`src/rtl/core/sso_pkg.sv`:
```
// ----------------------------------------------------------------------------
// Sweep operator package
// Shared constants and Q32.32 helper functions for the sweep engine.
// ----------------------------------------------------------------------------
package sso_pkg;

  localparam int unsigned MaxVarsDefault = 16;
  localparam int unsigned DataW = 64;
  localparam int unsigned IdxW = 5;

  localparam logic [1:0] CmdWrite = 2'd0;
  localparam logic [1:0] CmdSweep = 2'd1;
  localparam logic [1:0] CmdMask  = 2'd2;
  localparam logic [1:0] CmdRead  = 2'd3;

  localparam logic signed [63:0] QMax = 64'sh7FFF_FFFF_FFFF_FFFF;
  localparam logic signed [63:0] QMin = -64'sh7FFF_FFFF_FFFF_FFFF - 64'sd1;
  localparam logic signed [63:0] QMinusOne = -64'sh0000_0001_0000_0000;

  function automatic logic signed [63:0] sat_sub(input logic signed [63:0] a,
                                                 input logic signed [63:0] b);
    logic [63:0] r;
    begin
      r = a - b;
      if (a[63] != b[63] && r[63] != a[63]) begin
        sat_sub = a[63] ? QMin : QMax;
      end else begin
        sat_sub = r;
      end
    end
  endfunction

  function automatic logic signed [63:0] sat_neg(input logic signed [63:0] x);
    begin
      sat_neg = (x == QMin) ? QMax : -x;
    end
  endfunction

  function automatic logic signed [63:0] signed_sat(input logic [63:0] mag,
                                                    input logic neg,
                                                    input logic ovf);
    begin
      if (!neg) begin
        signed_sat = (ovf || mag[63]) ? QMax : mag;
      end else if (ovf || mag[63]) begin
        signed_sat = QMin;
      end else begin
        signed_sat = -mag;
      end
    end
  endfunction

  function automatic logic [63:0] mag_of(input logic signed [63:0] x);
    begin
      mag_of = x[63] ? (64'd0 - x) : x;
    end
  endfunction

endpackage

```
`src/rtl/core/sso_mul.sv`:
```
// ----------------------------------------------------------------------------
// Sweep operator multiplier
// Q32.32 saturating multiply from four 32x32 partial products on one multiplier.
// ----------------------------------------------------------------------------
module sso_mul (
  input  logic               clk_i,
  input  logic               rst_ni,
  input  logic               start_i,
  input  logic signed [63:0] a_i,
  input  logic signed [63:0] b_i,
  output logic               done_o,
  output logic signed [63:0] p_o
);

  logic [63:0]  ma_q, mb_q;
  logic         neg_q;
  logic [2:0]   step_q;
  logic         run_q;
  logic [127:0] acc_q;
  logic [31:0]  opa, opb;
  logic [63:0]  prod_q;
  logic [127:0] sh;

  always_comb begin
    unique case (step_q[1:0])
      2'd0: begin opa = ma_q[31:0];  opb = mb_q[31:0];  end
      2'd1: begin opa = ma_q[31:0];  opb = mb_q[63:32]; end
      2'd2: begin opa = ma_q[63:32]; opb = mb_q[31:0];  end
      default: begin opa = ma_q[63:32]; opb = mb_q[63:32]; end
    endcase
  end

  always_comb begin
    unique case (step_q[1:0])
      2'd1: sh = {64'd0, prod_q};
      2'd2: sh = {32'd0, prod_q, 32'd0};
      2'd3: sh = {32'd0, prod_q, 32'd0};
      default: sh = {prod_q, 64'd0};
    endcase
  end

  always_ff @(posedge clk_i or negedge rst_ni) begin
    if (!rst_ni) begin
      run_q  <= 1'b0;
      step_q <= 3'd0;
      done_o <= 1'b0;
    end else begin
      done_o <= 1'b0;
      if (start_i) begin
        run_q  <= 1'b1;
        step_q <= 3'd0;
        ma_q   <= sso_pkg::mag_of(a_i);
        mb_q   <= sso_pkg::mag_of(b_i);
        neg_q  <= a_i[63] ^ b_i[63];
        acc_q  <= 128'd0;
      end else if (run_q) begin
        prod_q <= opa * opb;
        step_q <= step_q + 3'd1;
        if (step_q != 3'd0) begin
          acc_q <= acc_q + sh;
        end
        if (step_q == 3'd4) begin
          run_q  <= 1'b0;
          done_o <= 1'b1;
        end
      end
    end
  end

  // Product of step k lands in prod_q in the next cycle; shift matches step k-1.
  assign p_o = sso_pkg::signed_sat(acc_q[95:32], neg_q, acc_q[127:96] != 32'd0);

endmodule

```
`config.mk`:
```
export PLATFORM = sky130hd
export DESIGN_NAME = sso_mul
export DESIGN_NICKNAME = d
export VERILOG_FILES = /design/src/rtl/core/sso_pkg.sv /design/src/rtl/core/sso_mul.sv
export SDC_FILE = /design/constraint.sdc
export NUM_CORES = 2
export LEC_CHECK = 0
export BUFFER_PORTS_ARGS = -buffer_cell sky130_fd_sc_hd__buf_2
export CORE_MARGIN = 1.5
export CORE_UTILIZATION = 50
export CTS_BUF_LIST = sky130_fd_sc_hd__clkbuf_8
export CTS_CLUSTER_DIAMETER = 50
export DETAILED_ROUTE_END_ITERATION = 12
export PLACE_DENSITY = 0.71
export SLEW_MARGIN = 10
export SYNTH_ARGS = -nofsm -noshare
export SYNTH_HDL_FRONTEND = slang
export SYNTH_SLANG_ARGS = --single-unit
```
`constraint.sdc`:
```
create_clock -name clk_i -period 15.5 [get_ports clk_i]
set_input_delay 2.325 -clock clk_i [delete_from_list [all_inputs] [get_ports clk_i]]
set_output_delay 2.325 -clock clk_i [all_outputs]
set_load 0.05 [all_outputs]
```
==> flow_metrics.tcl <==
set metrics [dict create \
    wl_per_cell_um 23.4 \
    die_w_um 344 \
    antenna_left 0 \
    initial_core_util_pct 50.3 \
    synth.most_common_cell "inv_1" \
    clk_path_buf_depth 3 \
    ys.flop_type "edfxtp_1" \
    drv_slew 0 \
    max_freq_mhz 89.7 \
    seqCellArea_sq_mm 0.00976 \
    worst_pin_slew_ns 1.37 \
    status "finished, final reports clean" \
    drt-total-wl_mm 193 \
    clock_sinks 326 \
    slowest_delay_ns 1.12 \
    relSlewSlack_pct 7.11 \
    htree_levels 2 \
    finalCriticalPeriod_ns 11.15 \
    insertion_delay_ns 0.80 \
    yosys_warnings 0 \
    holdWs_ns 0.607 \
    overflow 0 \
    cp-end-kind "flop" \
    io_pins 196 \
    ys_seq_elements 326 \
    fp-row-count 125 \
    synth_top_area_share_pct 30.8 \
    grt_max_degree 81 \
    dp.cells 8128 \
    synth_cell_types 71 \
    coreArea_sq_mm 0.116 \
    die_h_um 344 \
    antenna_found_initial 5 \
    setup_viol 0 \
    place_congestion 1.05 \
    syn-cell-area_sq_mm 0.0582 \
    drc 0 \
    fin_crit_sh_pct 71.9 \
    numCtsBuffers 61 \
    slowest_stage "mux2i_2" \
    track_usage_pct 32.4 \
    cp_max_fo 24 \
    multi_input_area_sq_mm 0.0440 \
    synthCells 6668 \
    cts_hold_buf 0 \
    cts_setup_buffers 0 \
    cpMostUsedCell "fa_1" \
    worstPathArrival_ns 11.69 \
    drive_gt1_share_pct 7.69 \
    fin_cells 8248 \
    port_buffers 195 \
    grt_pass1_wl_mm 290 \
    routed_via_density 5.98 \
    path_class "flop to flop" \
    grt_pass1_vias 49434 \
    root_buffer "clkbuf_8" \
    num-nets-final 8093 \
    drv_cap 0 \
    synthTopCellsByCount "inv_1, fa_1, nand2_1, nor2_1, ha_1" \
    fin_skew_ns 0.121 \
    syn_area_per_cell_sq_um 8.74 \
    hold_class "flop to flop" \
    cts.reportedPaths.clkPinSlew_ns 0.06 \
    setup_tns_ns 0 \
    dieArea_sq_mm 0.119 \
    cts-resized-gates 0 \
    syn_to_final_growth_pct 6.71 \
    worst_ep_required_time_ns 16.04 \
    dp_hpwl_mm 151 \
    synthArstFlopShare_pct 1.53 \
    cts_tree "done" \
    syn_nets 8094 \
    synth-edff-count 321 \
    yosysSeqAreaShare_pct 16.8 \
    finalHoldViolCount 0 \
    vias 49351 \
    drt_iter0_drc 5214 \
    synth_area_leaders "fa_1, edfxtp_1, ha_1" \
    synth_area_leader_cell "fa_1" \
    start_kind "flop" \
    first_pass_iters 6 \
    rsz0062_at_grt "false" \
    fillers 10514 \
]
[kinds of logic after synthesis]
| family | count (synthesis) | share of synthesized area (%) |
|---|---|---|
| simple gates | 2190 | 16.2 |
| fa+ha+maj | 1295 | 39.4 |
| flops | 326 | 16.8 |
| mux | 129 | 2.35 |
| xor+xnor | 318 | 4.78 |
| compound gates | 1130 | 12.3 |
| buf+inv | 1280 | 8.25 |
[layout by cell type, fill, tap and decap left out, drive strengths merged, types with 8 or more instances in the layout]
master	n
nor3	65
o311ai	36
nand3	56
o21a	25
a21boi	15
fa	897
clkbuf	64
o41ai	18
buf	273
nand2	886
nor2	797
a21o	103
mux2i	66
edfxtp	321
a211oi	22
or2	20
inv	958
xnor2	218
a221oi	15
a31oi	27
o211ai	21
xor2	100
or3	52
o21ai	301
o31ai	69
or4	27
nand4	71
and3	21
nand2b	30
a21oi	321
mux2	63
bufinv	8
a22o	70
o21bai	44
and2	83
nor4	38
ha	398
nor2b	22
clkinv	23
[final cells by class]
type / count / area share (%)
antenna: 4 / 0.0161
clock buffer: 64 / 1.42
clock inverter: 52 / 0.803
inverter: 943 / 5.69
multi-input combinational: 5062 / 70.8
sequential: 326 / 15.7
tap: 1524 / 3.07
timing repair buffer: 273 / 2.53
[flip-flops by register name (all words and copies together), names as in the netlist]
name / count
acc_q: 128
done_o: 1
ma_q: 64
mb_q: 64
neg_q: 1
prod_q: 64
run_q: 1
step_q: 3
[worst max-delay path: cells and delay by family, from the launching register on]
kind | cells | cell delay, ns
compound gates | 9 | 3.13
xor+xnor | 1 | 0.08
simple gates | 3 | 0.35
fa+ha+maj | 10 | 4.65
flops | 1 | 0.43
mux | 1 | 1.12
buf+inv | 7 | 1.07
[per-stage QoR]
step / instance area [sq um] / util, % / setup slack (ns)
after global routing: 62100 / 53.6 / 4.13
after floorplan: 58200 / - / 5.55
final: 62200 / 53.6 / 4.35
after detailed placement: 60800 / 52.4 / 4.61
after global placement: 60800 / 52.4 / 4.80
after CTS: 62100 / 53.6 / 4.60
[metal layers]
| layer | vias up | share of wire [%] | track usage, % |
|---|---|---|---|
| li1 | 21812 | - | - |
| met1 | 24063 | 38 | 41.2 |
| met2 | 2806 | 44 | 51.0 |
| met3 | 664 | 11 | 8.33 |
| met4 | 6 | 6.5 | 17.0 |
| met5 | - | 0.020 | 0 |
[worst paths after layout]
check                                          from                       end  slack, ns  cells after the start
max                           step_q[0]$_DFFE_PN0P_      prod_q[58]$_DFFE_PP_       4.35                     31
min reg2reg                acc_q[107]$_SDFFCE_PP0P_  acc_q[107]$_SDFFCE_PP0P_       0.61                      2
min in group asynchronous                    rst_ni          done_o$_DFF_PN0_       1.91                      2
max reg2reg                   step_q[0]$_DFFE_PN0P_      prod_q[58]$_DFFE_PP_       4.35                     31
max in group asynchronous                    rst_ni     step_q[1]$_DFFE_PN0P_      13.11                      2
min                        acc_q[107]$_SDFFCE_PP0P_  acc_q[107]$_SDFFCE_PP0P_       0.61                      2
Power is left out: the tool's default activity adds up to more than one toggle a clock period on the data nets, which glitch-free logic cannot reach.
