--- config.mk ---
export PLATFORM = sky130hd
export DESIGN_NAME = sso_div
export DESIGN_NICKNAME = d
export VERILOG_FILES = /design/src/rtl/core/sso_pkg.sv /design/src/rtl/core/sso_div.sv
export SDC_FILE = /design/constraint.sdc
export NUM_CORES = 1
export LEC_CHECK = 0
export ABC_CLOCK_PERIOD_IN_PS = 4700
export BUFFER_PORTS_ARGS = -buffer_cell sky130_fd_sc_hd__buf_2
export CAP_MARGIN = 20
export CORE_UTILIZATION = 28
export CTS_BUF_LIST = sky130_fd_sc_hd__clkbuf_4 sky130_fd_sc_hd__clkbuf_8
export DETAILED_ROUTE_END_ITERATION = 6
export PLACE_DENSITY = 0.47
export SETUP_SLACK_MARGIN = 0.15
export SLEW_MARGIN = 20
export SYNTH_ARGS = -nofsm -noshare
export SYNTH_HDL_FRONTEND = slang
export SYNTH_SLANG_ARGS = --single-unit
--- constraint.sdc ---
create_clock -name clk_i -period 4.7 [get_ports clk_i]
set_input_delay 0.235 -clock clk_i [delete_from_list [all_inputs] [get_ports clk_i]]
set_output_delay 0.235 -clock clk_i [all_outputs]
set_load 0.1 [all_outputs]
--- src/rtl/core/sso_pkg.sv ---
// ----------------------------------------------------------------------------
// Sweep operator package
// Shared constants and Q32.32 helper functions for the sweep engine.
// ----------------------------------------------------------------------------
package sso_pkg;

  localparam int unsigned MaxVarsDefault = 16;
  localparam int unsigned DataW = 64;
  localparam int unsigned IdxW = 5;

  localparam logic [1:0] CmdWrite = 2'd0;
  localparam logic [1:0] CmdSweep = 2'd1;
  localparam logic [1:0] CmdMask  = 2'd2;
  localparam logic [1:0] CmdRead  = 2'd3;

  localparam logic signed [63:0] QMax = 64'sh7FFF_FFFF_FFFF_FFFF;
  localparam logic signed [63:0] QMin = -64'sh7FFF_FFFF_FFFF_FFFF - 64'sd1;
  localparam logic signed [63:0] QMinusOne = -64'sh0000_0001_0000_0000;

  function automatic logic signed [63:0] sat_sub(input logic signed [63:0] a,
                                                 input logic signed [63:0] b);
    logic [63:0] r;
    begin
      r = a - b;
      if (a[63] != b[63] && r[63] != a[63]) begin
        sat_sub = a[63] ? QMin : QMax;
      end else begin
        sat_sub = r;
      end
    end
  endfunction

  function automatic logic signed [63:0] sat_neg(input logic signed [63:0] x);
    begin
      sat_neg = (x == QMin) ? QMax : -x;
    end
  endfunction

  function automatic logic signed [63:0] signed_sat(input logic [63:0] mag,
                                                    input logic neg,
                                                    input logic ovf);
    begin
      if (!neg) begin
        signed_sat = (ovf || mag[63]) ? QMax : mag;
      end else if (ovf || mag[63]) begin
        signed_sat = QMin;
      end else begin
        signed_sat = -mag;
      end
    end
  endfunction

  function automatic logic [63:0] mag_of(input logic signed [63:0] x);
    begin
      mag_of = x[63] ? (64'd0 - x) : x;
    end
  endfunction

endpackage

--- src/rtl/core/sso_div.sv ---
// ----------------------------------------------------------------------------
// Sweep operator divider
// Q32.32 saturating restoring division, one quotient bit per cycle.
// ----------------------------------------------------------------------------
module sso_div (
  input  logic               clk_i,
  input  logic               rst_ni,
  input  logic               start_i,
  input  logic signed [63:0] x_i,
  input  logic signed [63:0] y_i,
  output logic               done_o,
  output logic signed [63:0] q_o
);

  logic [95:0] num_q;
  logic [63:0] d_q;
  logic [64:0] r_q;
  logic [95:0] quo_q;
  logic [6:0]  cnt_q;
  logic        run_q, neg_q;
  logic [64:0] rs;

  assign rs = {r_q[63:0], num_q[95]};

  always_ff @(posedge clk_i or negedge rst_ni) begin
    if (!rst_ni) begin
      run_q  <= 1'b0;
      done_o <= 1'b0;
      cnt_q  <= 7'd0;
    end else begin
      done_o <= 1'b0;
      if (start_i) begin
        run_q <= 1'b1;
        cnt_q <= 7'd0;
        num_q <= {sso_pkg::mag_of(x_i), 32'd0};
        d_q   <= sso_pkg::mag_of(y_i);
        r_q   <= 65'd0;
        quo_q <= 96'd0;
        neg_q <= x_i[63] ^ y_i[63];
      end else if (run_q) begin
        num_q <= {num_q[94:0], 1'b0};
        if (rs >= {1'b0, d_q}) begin
          r_q   <= rs - {1'b0, d_q};
          quo_q <= {quo_q[94:0], 1'b1};
        end else begin
          r_q   <= rs;
          quo_q <= {quo_q[94:0], 1'b0};
        end
        cnt_q <= cnt_q + 7'd1;
        if (cnt_q == 7'd95) begin
          run_q  <= 1'b0;
          done_o <= 1'b1;
        end
      end
    end
  end

  assign q_o = sso_pkg::signed_sat(quo_q[63:0], neg_q, quo_q[95:64] != 32'd0);

endmodule

==> flow_summary.rst, run 1 <==
.. list-table::
   :header-rows: 1

   * - Metric
     - Value
   * - Run status
     - finished, final reports clean
   * - Number of port buffers
     - 195
   * - TritonCTS buffer count
     - 67
   * - P per Cell Area
     - 347.5 mW/mm²
   * - Relative area change from synthesis to final layout
     - 22.43%
   * - CTS H-tree depth
     - 3
   * - Unique masters post-synth
     - 69
   * - Core Area
     - 0.07939 mm²
   * - GRT Util Overall
     - 15.01%
   * - Number of placement rows
     - 103
   * - Max-cap violations
     - 0
   * - Syn Inst Count
     - 2365
   * - Sequential fraction of the synthesis area
     - 43.75%
   * - Critical Path AT
     - 4.26 ns
   * - Global-route wire length before repair
     - 100.3 mm
   * - Number of sinks on the clock net
     - 330
   * - Post-synthesis instance area
     - 0.02255 mm²
   * - Post-Route WL
     - 62.46 mm
   * - Largest clock skew in the final design
     - 0.03084 ns
   * - Slew @ Worst Pin
     - 1.185 ns
   * - Cell with the most instances after synthesis
     - edfxtp_1
   * - Syn_area_per_cell
     - 9.533 µm²
   * - Minimum clock period
     - 4.497 ns
   * - Synth Net Count
     - 2565
   * - First-pass iteration count of the detailed router
     - 5
   * - Largest area contributor in the synthesized netlist
     - edfxtp_1
   * - Cell area after layout
     - 0.02760 mm²
   * - Hold-critical path endpoint
     - num_q[63]
   * - Starting utilization of the core area
     - 28.40%
   * - Antenna violations before repair
     - 2
   * - Ordered cell list for the critical path
     - or3_4, or3_4, or4b_4, or3_4, nor3_2, nand4_1, buf_6, or3_4, o41ai_2, buf_4, xor2_4, buf_12
   * - Worst-path clk slew
     - 0.05 ns
   * - Overall power consumption
     - 9.592 mW
   * - Category of the most critical setup path
     - flop to output port
   * - Average detailed-routed wire length per instance
     - 16.71 µm
   * - Leakage power of the design
     - 11.19 nW
   * - CTS root buf
     - clkbuf_8
   * - Placed wire-length estimate
     - 42.96 mm
   * - Bufs on Longest Clock Path
     - 3
   * - Post-synthesis async set-or-reset flop share
     - 2.727%
   * - Top delay family on crit path
     - simple AND/OR/NAND/NOR gates
   * - Crit end category
     - output port
   * - Share of final-layout standard cells stronger than drive strength 1
     - 17.12%
   * - Layout fillers
     - 8191
   * - Area of the die
     - 0.08166 mm²
   * - TritonCTS clock tree
     - built
   * - RR Startpoint
     - r_q[21]
   * - Count of buffer and inverter cells on the critical path
     - 3
   * - Floorplan die width
     - 285.8 µm
   * - Startpoint type of the worst setup path
     - flop
   * - Post-synth EDFFs
     - 321
   * - Iter 0 DRT Violations
     - 1000
   * - Number of warning messages in the yosys log
     - 0
   * - ANT nets after route
     - 0
   * - Worst Reg-to-Reg Cells
     - 15
   * - Fmax
     - 222.4 MHz
   * - Number of cells on the worst hold path
     - 3
   * - Flop2flop setup slack
     - 0.48 ns
   * - RR Endpoint
     - r_q[45]
   * - Final setup vio count
     - 0
   * - Portion of synthesized cell area occupied by the leading cell type
     - 42.75%
   * - Placement-stage cell area
     - 0.02511 mm²
   * - Unrepaired setup endpoints after global routing
     - true
   * - Final number of max-transition violations
     - 0
   * - Vias
     - 19116
   * - Longest individual stage delay on the worst path
     - 0.50 ns
   * - Area taken by multi-input logic gates
     - 0.01215 mm²
   * - Worst path slowest cell
     - or4b_4
   * - GPL Wtd Cong
     - 0.8443
   * - Min-Delay Startpoint
     - x_i[31]
   * - Min-Delay Path Class
     - input pin to flop
   * - Relative slew margins
     - 20.99%
   * - Critical path peak fanout
     - 6
   * - Share of the clock period used by the worst path
     - 95.68%
   * - Crit path top cell by count
     - or3_4
   * - Ranking of synthesized cells by area
     - edfxtp_1 43%, xnor2_1 5.7%, mux2i_1 5.7%
   * - Top-Level Pins
     - 196
   * - Number of endpoints with negative hold slack in the final report
     - 0
   * - Vias per Instance
     - 5.113
   * - Highest ir drop seen on vdd
     - 160.4 µV
   * - Insertion delay to the later sink of the worst-skew pair
     - 0.65 ns
   * - Y dimension of the die
     - 285.8 µm
   * - Pre-CTS setup slack
     - 0.2054 ns
   * - Sequential Area
     - 0.009868 mm²
   * - Data required time of the critical path
     - 4.47 ns
   * - Total of flip-flops plus latches after synthesis
     - 330
   * - Most used standard cells in the synthesized netlist
     - 321 x edfxtp_1, 302 x nor2_1, 252 x nand2_1
   * - DRC
     - 0
   * - Number of global-route vias before repair
     - 18772
   * - Remaining global-route overflow
     - 0
   * - Worst-case setup margin in the final layout
     - 0.2030 ns
   * - Final layout net count
     - 2838
   * - Maximum number of pins on one net before global-route repair
     - 159
   * - Prevailing post-synth register cell
     - edfxtp_1
==> routing by layer <==
layer | track usage (%) | up-vias | part of all wire, %
met3 | 2.440 | 102 | 4.2
met1 | 19.08 | 9221 | 45
met4 | 5.401 | 0 | 2.7
met5 | 0 | - | 0
met2 | 25.58 | 429 | 48
li1 | - | 9364 | -
==> logic make-up (layout without fill, tap and decap cells) <==
family	Yosys count	after routing	synth area share (%)
flip-flops	330	330	43.75
other	0	2	0
AND/OR/NAND/NOR	832	832	16.95
XOR/XNOR	202	202	7.847
adder cells (fa/ha/maj)	69	69	3.863
multiplexers	128	128	5.683
AO/OA/AOI/OAI	566	566	17.92
buffers and inverters	238	560	3.985
==> per-stage QoR <==
| step | std cells | util (%) | TNS, ns | hold WS [ns] |
|---|---|---|---|---|
| after global routing | 3739 | 34.77 | 0 | 0.01721 |
| after CTS | 3730 | 34.60 | 0 | 0.001182 |
| after global placement | 3513 | 31.62 | 0 | 0.4537 |
| after floorplan | 2365 | - | -7.965 | -0.06059 |
| after detailed placement | 3513 | 31.62 | 0 | 0.4468 |
| final | 3739 | 34.77 | 0 | 0.05850 |
==> where the power goes <==
group / switching, mW / internal [mW]
sequential: 0.186 / 3.58
combinational: 1.80 / 1.12
clock: 1.36 / 1.55
total: 3.34 / 6.25
==> registers in the layout, indices dropped and copies added, names as in the netlist <==
signal  flops
num_q      96
run_q       1
quo_q      96
cnt_q       7
done_o      1
r_q        64
neg_q       1
d_q        64
==> worst reg2reg max path, delay by kind of cell (launching register included) <==
| kind | cells | cell delay, ns |
|---|---|---|
| AO/OA/AOI/OAI | 4 | 1.18 |
| AND/OR/NAND/NOR | 6 | 1.20 |
| adder cells (fa/ha/maj) | 1 | 0.42 |
| flip-flops | 1 | 0.43 |
| buffers and inverters | 4 | 0.77 |
==> cell type report <==
| class | instances | area share [%] |
|---|---|---|
| diodes | 2 | 0.01813 |
| clock buffers | 84 | 3.849 |
| clock inverters | 34 | 0.7616 |
| inverters | 85 | 1.156 |
| multi-input cells | 1797 | 44.03 |
| flip-flops and latches | 330 | 35.75 |
| well taps | 1050 | 4.760 |
| repair buffers | 357 | 9.678 |
==> worst max path at each step <==
| stage | start | end | cells past startpoint |
|---|---|---|---|
| floorplan | quo_q[92] | q_o[11] | 6 |
| global placement | y_i[1] | d_q[62] | 13 |
| detailed placement | r_q[29] | r_q[7] | 15 |
| CTS | quo_q[1] | q_o[61] | 12 |
| global route | quo_q[1] | q_o[61] | 12 |
| finish | quo_q[1] | q_o[61] | 12 |
==> cells in the final DEF, fill, tap and decap left out, types with 26 or more instances in the layout <==
master,count
dlygate4sd3_1,93
buf_2,172
inv_1,85
a311oi_1,44
o31ai_1,45
nand3_1,32
a21o_1,30
or3_1,45
mux2i_1,128
o41ai_1,26
buf_4,69
a21oi_1,82
xnor2_1,148
a22o_1,63
edfxtp_1,321
nand2_1,252
ha_1,68
nand4_1,32
or4_1,28
o21ai_0,120
clkbuf_8,71
nor3_1,32
nor2_1,297
xor2_1,42
==> repair_timing <==
action | in CTS | in global routing
endpoints found under the setup margin | 33 | 83
pin swaps | 4 | 2
hold endpoints to repair | 76 | 0
resized for setup | 31 | 18
hold buffers | 93 | 0
buffers inserted | 6 | 7
Power figures use the tool's default switching activity.
==> run 2: changes to the inputs <==
--- a/config.mk
+++ b/config.mk
@@ -5,13 +5,14 @@
 export SDC_FILE = /design/constraint.sdc
 export NUM_CORES = 1
 export LEC_CHECK = 0
+export ABC_AREA = 1
 export ABC_CLOCK_PERIOD_IN_PS = 4700
 export BUFFER_PORTS_ARGS = -buffer_cell sky130_fd_sc_hd__buf_2
 export CAP_MARGIN = 20
 export CORE_UTILIZATION = 28
 export CTS_BUF_LIST = sky130_fd_sc_hd__clkbuf_4 sky130_fd_sc_hd__clkbuf_8
 export DETAILED_ROUTE_END_ITERATION = 6
-export PLACE_DENSITY = 0.47
+export PLACE_DENSITY = 0.46
 export SETUP_SLACK_MARGIN = 0.15
 export SLEW_MARGIN = 20
 export SYNTH_ARGS = -nofsm -noshare
==> run 2 against run 1 <==
Against the previous run: worst hold slack got worse by 0.0036 ns; die area increased by 19%; non-clock buffer count decreased by 56; count of clock-buffer cells in the layout decreased by 2; synthesized cell count increased by 68%; first-iteration DRC count increased by 91%; sequential share of layout area decreased by 4.3 points; flip-flop and latch count unchanged; register-to-register slack improved by 0.95 ns; routed wire length increased by 68%.
==> flow_summary.rst, run 2 <==
.. list-table::
   :header-rows: 1

   * - Metric
     - Value
   * - ANT nets after route
     - 0 (unchanged)
   * - Ranking of synthesized cells by area
     - edfxtp_1 36%, nand2_1 16%, inv_1 10%
   * - Maximum number of pins on one net before global-route repair
     - 100 (-37%)
   * - Insertion delay to the later sink of the worst-skew pair
     - 0.72 ns (+0.07 ns)
   * - Fmax
     - 240.4 MHz (+8.1%)
   * - Average detailed-routed wire length per instance
     - 18.94 µm (+13%)
   * - Iter 0 DRT Violations
     - 1910 (+91%)
   * - CTS H-tree depth
     - 3 (unchanged)
   * - Final setup vio count
     - 0 (unchanged)
   * - Run status
     - finished, final reports clean
   * - Vias
     - 26824 (+40%)
   * - Unique masters post-synth
     - 50 (-28%)
   * - Most used standard cells in the synthesized netlist
     - 1124 x nand2_1, 723 x inv_1, 382 x nor2_1
   * - Highest ir drop seen on vdd
     - 164.3 µV (+2.5%)
   * - Placed wire-length estimate
     - 81.52 mm (+90%)
   * - Ordered cell list for the critical path
     - inv_1, nand3_1, nor4_1, nand3_4, buf_4, o31ai_1, buf_2
   * - Main combinational cell family by area after synthesis
     - simple AND/OR/NAND/NOR gates
   * - GPL Wtd Cong
     - 0.9475 (+12%)
   * - Number of sinks on the clock net
     - 330 (unchanged)
   * - Leakage power of the design
     - 14.51 nW (+30%)
   * - Fraction of the mapped netlist area in compound gates
     - 10.47% (-7.4 points)
   * - Critical Path AT
     - 3.92 ns (-0.34 ns)
   * - Placement-stage cell area
     - 0.02916 mm² (+16%)
   * - Min-Delay Startpoint
     - x_i[12]
   * - Registers with the highest flip-flop counts
     - num_q (96), quo_q (96)
   * - Most common library cell in the layout ignoring fill and taps
     - nand2_1
   * - Count of buffer and inverter cells on the critical path
     - 3 (unchanged)
   * - Adder-cell share of the synthesized area
     - 3.243% (-0.62 points)
   * - Bufs on Longest Clock Path
     - 3 (unchanged)
   * - Syn_area_per_cell
     - 6.774 µm² (-29%)
   * - Largest clock skew in the final design
     - 0.05553 ns (+0.02469 ns)
   * - Post-CTS setup repair buffer count
     - 0 (-6)
   * - Portion of synthesized cell area occupied by the leading cell type
     - 35.90% (-6.9 points)
   * - Number of placement rows
     - 113 (+9.7%)
   * - Unrepaired setup endpoints after global routing
     - false
   * - RR Startpoint
     - d_q[47]
   * - DRC
     - 0 (unchanged)
   * - Overall power consumption
     - 10.29 mW (+7.3%)
   * - Post-synthesis async set-or-reset flop share
     - 2.727% (unchanged)
   * - Syn Inst Count
     - 3964 (+68%)
   * - Share of synthesized cell area in and, or, nand and nor gates
     - 32.97% (+16 points)
   * - Count of cells resized by post-cts repair
     - 0 (-100%)
   * - Prevailing post-synth register cell
     - edfxtp_1
   * - Origin of the worst setup path
     - quo_q[63]
   * - First-pass iteration count of the detailed router
     - 6 (+1)
   * - Largest area contributor in the synthesized netlist
     - edfxtp_1
   * - Number of warning messages in the yosys log
     - 0 (unchanged)
   * - Number of global-route vias before repair
     - 26183 (+39%)
   * - GRT Util Overall
     - 21.30% (+6.3 points)
   * - Worst-path clk slew
     - 0.06 ns (about the same)
   * - Vias per Instance
     - 4.842 (-5.3%)
   * - Share of synthesized area spent on multiplexers
     - 0% (-5.7 points)
   * - Xor/xnor share of the synthesized area
     - 4.436% (-3.4 points)
   * - Area of the die
     - 0.09714 mm² (+19%)
   * - Starting utilization of the core area
     - 28.26% (-0.14 points)
   * - Remaining global-route overflow
     - 0 (unchanged)
   * - Sequential fraction of the synthesis area
     - 36.74% (-7.0 points)
   * - Startpoint type of the worst setup path
     - flop
   * - Slew @ Worst Pin
     - 1.126 ns (-0.05944 ns)
   * - Top-Level Pins
     - 196 (unchanged)
   * - Share of the clock period used by the worst path
     - 88.49% (-7.2 points)
   * - Number of buffers inserted by hold repair at cts
     - 78 (-16%)
   * - Core Area
     - 0.09501 mm² (+20%)
   * - Share of final-layout standard cells stronger than drive strength 1
     - 9.108% (-8.0 points)
   * - TritonCTS buffer count
     - 69 (+3.0%)
   * - Final layout net count
     - 4419 (+56%)
   * - Floorplan die width
     - 311.7 µm (+9.1%)
   * - Minimum clock period
     - 4.159 ns (-0.3379 ns)
   * - Max-cap violations
     - 0 (unchanged)
   * - Commonest non-fill, non-tap cells in the layout
     - 1124 x nand2_1, 721 x inv_1, 380 x nor2_1
   * - Top delay family on crit path
     - simple AND/OR/NAND/NOR gates
   * - Worst path slowest cell
     - nor4_1
   * - Min-Delay Path Class
     - input pin to flop
   * - Layout fillers
     - 10568 (+29%)
   * - Longest individual stage delay on the worst path
     - 0.60 ns (+0.10 ns)
   * - Final number of max-transition violations
     - 0 (unchanged)
   * - Category of the most critical setup path
     - flop to output port
   * - Post-synth EDFFs
     - 321 (unchanged)
   * - P per Cell Area
     - 328.5 mW/mm² (-5.5%)
   * - TritonCTS clock tree
     - built
   * - Synth Net Count
     - 4164 (+62%)
   * - Post-Route WL
     - 104.9 mm (+68%)
   * - Relative slew margins
     - 24.16% (+3.2 points)
   * - Relative area change from synthesis to final layout
     - 16.67%
   * - Total of flip-flops plus latches after synthesis
     - 330 (unchanged)
   * - Global-route wire length before repair
     - 158.6 mm (+58%)
   * - Worst hold slack
     - 0.05485 ns (-0.003647 ns)
   * - Number of endpoints with negative hold slack in the final report
     - 0 (unchanged)
   * - Crit end category
     - output port
   * - Cell with the most instances after synthesis
     - nand2_1
   * - Y dimension of the die
     - 311.7 µm (+9.1%)
   * - Post-synthesis instance area
     - 0.02685 mm² (+19%)
   * - Sum of negative setup slack
     - 0 ns (unchanged)
   * - CTS root buf
     - clkbuf_8
   * - Cell area after layout
     - 0.03133 mm² (+13%)
   * - Antenna violations before repair
     - 5 (+3)
   * - Number of port buffers
     - 195 (unchanged)
   * - Critical path peak fanout
     - 36 (+30)
   * - Data required time of the critical path
     - 4.47 ns (about the same)
-- run 2: report_power, final --
| part | internal (mW) | total [mW] | switching (mW) |
|---|---|---|---|
| Sequential | 3.56 | 3.70 | 0.142 |
| Clock | 1.72 | 3.23 | 1.51 |
| Combinational | 0.963 | 3.36 | 2.40 |
| Total | 6.24 | 10.3 | 4.06 |
-- run 2: cell families after synthesis --
kind of cell | count (synthesis)
fa+ha+maj | 69
flops | 330
simple gates | 2086
buf+inv | 844
xor+xnor | 136
compound gates | 499
-- run 2: routing by layer --
layer	vias up	global-route usage, %	share of wire [%]
li1	13404	-	-
met1	12519	28.45	46
met2	727	34.11	45
met3	172	4.239	6.0
met4	2	7.386	3.2
met5	-	0	0.012
-- run 2: metrics by stage --
step	util, %	std cells	worst slack [ns]
after floorplan	-	3964	0.1467
after global placement	30.69	5335	1.320
after detailed placement	30.69	5335	1.296
after CTS	32.96	5536	0.5075
after global routing	32.97	5540	0.3990
final	32.97	5540	0.5409
-- run 2: path summary, 6_finish.rpt --
kind | end | slack [ns] | depth (start not counted)
min | num_q[44] | 0.05 | 4
max | q_o[12] | 0.54 | 7
max in group asynchronous | cnt_q[0] | 3.50 | 3
min in group asynchronous | cnt_q[2] | 0.20 | 2
min reg2reg | cnt_q[5] | 0.47 | 1
max reg2reg | r_q[0] | 1.43 | 15
-- run 2: cell type report --
class	instances	area [µm²]	area share, %
multi-input combinational	2790	13770	43.94
inverter	727	2736	8.735
timing repair buffer	301	1989	6.350
clock buffer	82	1047	3.343
sequential	330	9864	31.49
tap	1265	1583	5.052
clock inverter	41	331.6	1.058
antenna	4	10.01	0.03195
-- run 2: worst min-delay path: stages --
cell and delay (ns):
buf_2 0.11, inv_1 0.08, o21ai_0 0.12, nand2_1 0.07
